--- src/sv/mrsd_pkg.sv ---
// Mixed-radix selector digits: shared types and constants.
// Used by mrsd_cell, mrsd_emit and mixed_radix_selector_digits; no dependencies.
`default_nettype none

package mrsd_pkg;

  localparam int NSIDES     = 4;
  localparam int POS_W      = 32;
  localparam int RADIX_W    = 9;
  localparam int DIGIT_W    = 8;
  localparam int FLAT_W     = 10;
  localparam int SIDE_W     = 2;
  localparam int CFG_IDX_W  = 8;
  localparam int BITS_PER_CELL = 8;
  localparam int CELLS_PER_SIDE = POS_W / BITS_PER_CELL;

  localparam logic [RADIX_W-1:0] RADIX_RESET = 9'd16;
  localparam logic [RADIX_W-1:0] RADIX_MAX   = 9'd256;

  localparam logic [CFG_IDX_W-1:0] REG_SIDE_SIZE_0 = 8'd0;
  localparam logic [CFG_IDX_W-1:0] REG_SIDE_SIZE_1 = 8'd1;
  localparam logic [CFG_IDX_W-1:0] REG_SIDE_SIZE_2 = 8'd2;
  localparam logic [CFG_IDX_W-1:0] REG_SIDE_SIZE_3 = 8'd3;

  typedef logic [NSIDES-1:0][DIGIT_W-1:0] digits_t;
  typedef logic [NSIDES-1:0][FLAT_W-1:0]  offsets_t;

  typedef struct packed {
    logic                valid;
    logic [POS_W-1:0]    word;
    logic [DIGIT_W-1:0]  rem;
    digits_t             digits;
  } cell_t;

  function automatic logic [RADIX_W-1:0] eff_radix(input logic [RADIX_W-1:0] r);
    logic [RADIX_W-1:0] e;
    e = r;
    if (r == '0) begin
      e = 9'd1;
    end else if (r > RADIX_MAX) begin
      e = RADIX_MAX;
    end
    return e;
  endfunction

endpackage

`default_nettype wire

--- src/sv/mrsd_cell.sv ---
// One division cell: eight restoring-division steps on the running word.
// Depends on mrsd_pkg.
`default_nettype none

module mrsd_cell (
  input  wire logic                          clk,
  input  wire logic                          rst,
  input  wire logic                          adv,
  input  wire logic [mrsd_pkg::RADIX_W-1:0]  radix,
  input  wire logic [mrsd_pkg::SIDE_W-1:0]   side,
  input  wire logic                          deposit,
  input  wire mrsd_pkg::cell_t               d_in,
  output mrsd_pkg::cell_t                    q
);

  mrsd_pkg::cell_t q_next;

  always_comb begin
    logic [mrsd_pkg::POS_W-1:0]   w;
    logic [mrsd_pkg::DIGIT_W-1:0] rm;
    logic [mrsd_pkg::RADIX_W-1:0] t;
    w = d_in.word;
    rm = d_in.rem;
    for (int i = 0; i < mrsd_pkg::BITS_PER_CELL; i++) begin
      t = {rm, w[mrsd_pkg::POS_W-1]};
      w = {w[mrsd_pkg::POS_W-2:0], 1'b0};
      if (t >= radix) begin
        t = t - radix;
        w[0] = 1'b1;
      end
      rm = t[mrsd_pkg::DIGIT_W-1:0];
    end
    q_next = d_in;
    q_next.word = w;
    q_next.rem = rm;
    if (deposit) begin
      q_next.digits[side] = rm;
      q_next.rem = '0;
    end
  end

  always_ff @(posedge clk) begin
    if (rst) begin
      q.valid <= 1'b0;
    end else if (adv) begin
      q <= q_next;
    end
  end

endmodule

`default_nettype wire

--- src/sv/mrsd_emit.sv ---
// Result stage: holds the digits of one position and hands them out one per item.
// Depends on mrsd_pkg.
`default_nettype none

module mrsd_emit (
  input  wire logic                          clk,
  input  wire logic                          rst,
  input  wire mrsd_pkg::cell_t               tail,
  input  wire mrsd_pkg::offsets_t            offsets,
  input  wire logic [mrsd_pkg::SIDE_W-1:0]   last_side,
  output logic                               load_ok,
  output logic                               out_valid,
  input  wire logic                          out_ready,
  output logic [mrsd_pkg::SIDE_W-1:0]        side_index,
  output logic [mrsd_pkg::DIGIT_W-1:0]       digit,
  output logic [mrsd_pkg::FLAT_W-1:0]        flat_index,
  output logic                               last
);

  logic                          valid;
  logic [mrsd_pkg::SIDE_W-1:0]   idx;
  mrsd_pkg::digits_t             digits;
  logic                          take;
  logic                          done;

  assign take    = valid && out_ready;
  assign done    = take && (idx == last_side);
  assign load_ok = !valid || done;

  assign out_valid  = valid;
  assign side_index = idx;
  assign digit      = digits[idx];
  assign flat_index = offsets[idx] + {2'b00, digits[idx]};
  assign last       = (idx == last_side);

  always_ff @(posedge clk) begin
    if (rst) begin
      valid <= 1'b0;
      idx   <= '0;
    end else if (tail.valid && load_ok) begin
      valid  <= 1'b1;
      idx    <= '0;
      digits <= tail.digits;
    end else if (take) begin
      if (done) begin
        valid <= 1'b0;
      end else begin
        idx <= idx + 2'd1;
      end
    end
  end

endmodule

`default_nettype wire

--- src/sv/mixed_radix_selector_digits.sv ---
// Top level: configuration registers, row of division cells, result stage.
// Depends on mrsd_pkg, mrsd_cell and mrsd_emit.
`default_nettype none

// Splits a 32-bit position into DEGREE mixed-radix digits, side DEGREE-1
// least significant, and returns one item per side in order 0..DEGREE-1
// with the digit and its flat index (sum of earlier side sizes plus digit).
// Side sizes of 0 act as 1 and sizes above 256 act as 256. The digits come
// from a row of 4*DEGREE cells, each retiring eight quotient bits per cycle
// unless the row stalls; the last cell feeds the result stage register. The
// row takes a new position every cycle but stalls while the result stage is
// busy; that stage hands out one digit per cycle while out_ready is high.
// Configuration writes are taken in any cycle (cfg_ready is always high);
// the user must make them only while idle, as the block does not enforce it.

module mixed_radix_selector_digits #(
  parameter int DEGREE = 2
) (
  input  wire logic                             clk,
  input  wire logic                             rst,
  input  wire logic                             cfg_valid,
  output logic                                  cfg_ready,
  input  wire logic [mrsd_pkg::CFG_IDX_W-1:0]   cfg_index,
  input  wire logic [mrsd_pkg::RADIX_W-1:0]     cfg_data,
  input  wire logic                             in_valid,
  output logic                                  in_ready,
  input  wire logic [mrsd_pkg::POS_W-1:0]       position,
  output logic                                  out_valid,
  input  wire logic                             out_ready,
  output logic [mrsd_pkg::SIDE_W-1:0]           side_index,
  output logic [mrsd_pkg::DIGIT_W-1:0]          digit,
  output logic [mrsd_pkg::FLAT_W-1:0]           flat_index,
  output logic                                  last
);

  localparam int NCELL = mrsd_pkg::CELLS_PER_SIDE * DEGREE;

  logic [mrsd_pkg::NSIDES-1:0][mrsd_pkg::RADIX_W-1:0] radix;
  mrsd_pkg::offsets_t offsets;
  mrsd_pkg::cell_t    stage [NCELL+1];
  logic               load_ok;
  logic               adv;

  assign cfg_ready = 1'b1;

  always_ff @(posedge clk) begin
    if (rst) begin
      for (int i = 0; i < mrsd_pkg::NSIDES; i++) begin
        radix[i] <= mrsd_pkg::RADIX_RESET;
      end
    end else if (cfg_valid) begin
      unique case (cfg_index)
        mrsd_pkg::REG_SIDE_SIZE_0: radix[0] <= mrsd_pkg::eff_radix(cfg_data);
        mrsd_pkg::REG_SIDE_SIZE_1: radix[1] <= mrsd_pkg::eff_radix(cfg_data);
        mrsd_pkg::REG_SIDE_SIZE_2: radix[2] <= mrsd_pkg::eff_radix(cfg_data);
        mrsd_pkg::REG_SIDE_SIZE_3: radix[3] <= mrsd_pkg::eff_radix(cfg_data);
        default: ;
      endcase
    end
  end

  assign offsets[0] = '0;
  assign offsets[1] = {1'b0, radix[0]};
  assign offsets[2] = offsets[1] + {1'b0, radix[1]};
  assign offsets[3] = offsets[2] + {1'b0, radix[2]};

  assign adv      = !stage[NCELL].valid || load_ok;
  assign in_ready = adv;

  always_comb begin
    stage[0].valid  = in_valid;
    stage[0].word   = position;
    stage[0].rem    = '0;
    stage[0].digits = '0;
  end

  for (genvar k = 0; k < NCELL; k++) begin : g_cell
    localparam logic [mrsd_pkg::SIDE_W-1:0] SIDE =
      mrsd_pkg::SIDE_W'(DEGREE - 1 - k / mrsd_pkg::CELLS_PER_SIDE);
    localparam logic DEPOSIT =
      (k % mrsd_pkg::CELLS_PER_SIDE) == (mrsd_pkg::CELLS_PER_SIDE - 1);

    mrsd_cell u_cell (
      .clk     (clk),
      .rst     (rst),
      .adv     (adv),
      .radix   (radix[SIDE]),
      .side    (SIDE),
      .deposit (DEPOSIT),
      .d_in    (stage[k]),
      .q       (stage[k+1])
    );
  end

  mrsd_emit u_emit (
    .clk        (clk),
    .rst        (rst),
    .tail       (stage[NCELL]),
    .offsets    (offsets),
    .last_side  (mrsd_pkg::SIDE_W'(DEGREE - 1)),
    .load_ok    (load_ok),
    .out_valid  (out_valid),
    .out_ready  (out_ready),
    .side_index (side_index),
    .digit      (digit),
    .flat_index (flat_index),
    .last       (last)
  );

endmodule

`default_nettype wire
--- config.mk ---
export PLATFORM = sky130hd
export DESIGN_NAME = mixed_radix_selector_digits
export DESIGN_NICKNAME = d
export VERILOG_FILES = /design/src/sv/mrsd_pkg.sv /design/src/sv/mrsd_cell.sv /design/src/sv/mrsd_emit.sv /design/src/sv/mixed_radix_selector_digits.sv
export SDC_FILE = /design/constraint.sdc
export NUM_CORES = 2
export LEC_CHECK = 0
export BUFFER_PORTS_ARGS = -buffer_cell sky130_fd_sc_hd__buf_2
export CORE_MARGIN = 4
export CORE_UTILIZATION = 44
export CTS_CLUSTER_SIZE = 8
export DETAILED_ROUTE_END_ITERATION = 6
export SETUP_SLACK_MARGIN = 0.3
export SYNTH_ARGS = -nofsm -noshare
export SYNTH_HDL_FRONTEND = slang
export SYNTH_SLANG_ARGS = --single-unit
--- constraint.sdc ---
create_clock -name clk -period 23.7 [get_ports clk]
set_clock_uncertainty 0.1 [all_clocks]
set_input_delay 0 -clock clk [delete_from_list [all_inputs] [get_ports clk]]
set_output_delay 0 -clock clk [all_outputs]
set_load 0.005 [all_outputs]
==> impl_results.md <==
* Seq/Total Area, Yosys at 23.8%
* Fin. Hold Viols at 0
* Worst-margin pin slew at 1.04 ns
* Via count at 33724
* Worst EP required at 23.94 ns
* Area leader, netlist: edfxtp_1
* Yosys warns at 0
* Filler cells at 8462
* Maximum clock rate at 55.5 MHz
* First drt pass iteration count at 5
* WP data arrival at 18.27 ns
* Max Cap Violations at 0
* Inserted Clock Buffers at 48
* DP HPWL at 79700 microns
* H-tree depth at 2
* Syn-to-layout area delta at 10.3%
* Slowest stage cell, crit path: o311ai_1
* Setup Viol. Count Final at 0
* Area of the die at 94800 sq um
* Largest net degree at the start of global routing at 70
* IO buf count at 76
* R2R cell count at 65
* Per-cell routed wire length at 18.0 microns
* WP buf/inv at 10
* CTS resizes at 0
* Ys flop type: edfxtp_1
* Cell variety after synth at 86
* CP most frequent cell: ha_1
* Synth top area share at 21.9%
* Initial DRC count at 2050
* Longest Clk Path Bufs at 3
* Commonest non-fill, non-tap cell in the layout: ha_1
* Initial antenna violation count at 2
* Post-layout net count at 5398
* Routed wire length at 106000 microns
* Critical path's top delay family: compound AO/OA/AOI/OAI gates
* Main area contributors after synthesis: edfxtp_1 (22%), ha_1 (19%), xnor2_1 (4.8%), a21oi_1 (4.6%), mux2_2 (3.9%)
* Run status: finished, final reports clean
* CP Depth at 65
* Final Cell Area at 43600 sq um
* Crit Path Class: reg2reg
* Period utilization at 76.1%
* Mux contribution to synthesized area at 5.55%
* Async set or reset register ratio after synthesis at 0%
* Crit. Startpoint: radix[12]
* Slew HR at 30.8%
* Main combinational cell family by area after synthesis: compound AO/OA/AOI/OAI gates
* DR DRC count at 0
* Postcts setup bufs at 0
* Share of cells above drive strength 1 at 8.32%
* Row count at 109
* Post-layout min period at 18.03 ns
* Worst Path Max Fanout at 23
* Die H at 308 microns
* Max Slew Vio Count at 0
* Vias per cell at 5.72
* Post-synthesis cell area at 39600 sq um
* Hold depth at 2
* Antenna Nets Post-Route at 0
* Clock transition at path regs at 0.05 ns
* Setup TNS at 0 ns
* Root Buffer Master: clkbuf_16
* Skew-Pair Late Insertion Delay at 0.61 ns
* HP Class: in2reg
* RSZ-0062 raised after global routing: no
* Synthesized net count at 5220
* Number of global-route vias before repair at 32388
* CP endpoint kind: flop
* First-pass GRT wire length at 171000 microns
* CP max stage delay at 0.75 ns
* CTS sink cnt at 326
* Synth Area in Compound Gates at 22.1%
* Startpoint Class: flop
* Hold_sp: position[16]
* Commonest non-fill, non-tap cells in the layout: ha_1 (589), nor2_1 (362), a21oi_1 (359), nand2_1 (320), inv_1 (289)
* Post-Synth Simple-Gate Area at 16.1%
* Placer Congestion at 0.897
* GRT Total Usage at 21.9%
* Post-placement cell area at 41500 sq um
* Mapped Cells at 4512
* Avg Inst Size Synth at 8.77 sq um
* Initial Util at 44.6%
* CTS tree: yes
* Synth Area in XOR/XNOR at 6.97%
* GR Overflow Total at 0
* Die W at 308 microns
* Cts hold-fix bufs at 66
* #FFs+latches synth at 326
* EDFF count, synth at 288
* Core Region at 88800 sq um
* Worst flop-to-flop path startpoint: radix[12]
* Post-synthesis adder-cell area fraction at 21.9%
* Top Ports at 78
layout make-up:
cell class	count	area, sq um	area share, %
antenna	1	2.50	0.00574
clock buffer	80	1340	3.08
clock inverter	6	80.1	0.184
inverter	309	1160	2.66
multi-input combinational	3815	28800	65.9
sequential	326	9410	21.6
tap	1165	1460	3.34
timing repair buffer	190	1400	3.21
routing by layer:
layer	GRT usage [%]	vias to the layer above	part of all wire, %
li1	-	17135	-
met1	31.3	15765	48
met2	36.1	699	45
met3	2.29	125	4.6
met4	4.53	0	1.9
met5	0	-	0
cells by family (layout without fill, tap and decap cells):
family                   count (synthesis)  in the layout
other                                    1              2
multiplexers                           202            202
flip-flops                             326            326
buffers and inverters                  371            585
XOR/XNOR                               315            315
AND/OR/NAND/NOR                       1314           1314
AO/OA/AOI/OAI                         1329           1329
adder cells (fa/ha/maj)                654            654
synth_stat cells (35+ instances only):
master and instances:
nand4_1 76, nand2_1 320, or3_1 37, nor3_1 88
mux2_2 137, nand2b_1 62, xnor2_1 215, o21bai_1 55
o21a_1 121, o21ai_0 266, o211ai_1 45, ha_1 589
o31a_1 40, a211oi_1 35, a21oi_1 360, nor2_1 362
nor2b_1 118, a31oi_1 40, edfxtp_1 288, and3_1 37
clkbuf_1 51, mux2i_1 65, dfxtp_1 38, a21o_1 125
nand3_1 99, inv_1 294, xor2_1 100, fa_1 65
state kept, by name (all words and copies together) (netlist names):
register,cells
u_emit.digits,16
u_emit.out_valid,1
radix,18
u_emit.side_index,2
offsets,9
g_cell.u_cell.q,280
metrics by stage:
stage,hold slack (ns),std cells,util [%],setup slack [ns]
after floorplan,-0.0103,4512,-,7.05
after global placement,0.0776,5739,46.8,6.02
after detailed placement,0.0781,5739,46.8,5.78
after CTS,0.000919,5891,49.1,5.75
after global routing,0.0334,5891,49.1,4.13
final,0.0265,5892,49.1,5.67
path summary, 6_finish.rpt:
| check | endpoint | slack, ns |
|---|---|---|
| setup / recovery | g_cell[1].u_cell.q[35] | 5.67 |
| hold / removal | g_cell[0].u_cell.q[64] | 0.03 |
| setup reg to reg | g_cell[1].u_cell.q[35] | 5.67 |
| hold reg to reg | g_cell[3].u_cell.q[69] | 0.29 |
Power is left out: the tool's default activity adds up to more than one toggle a clock period on the data nets, which glitch-free logic cannot reach.
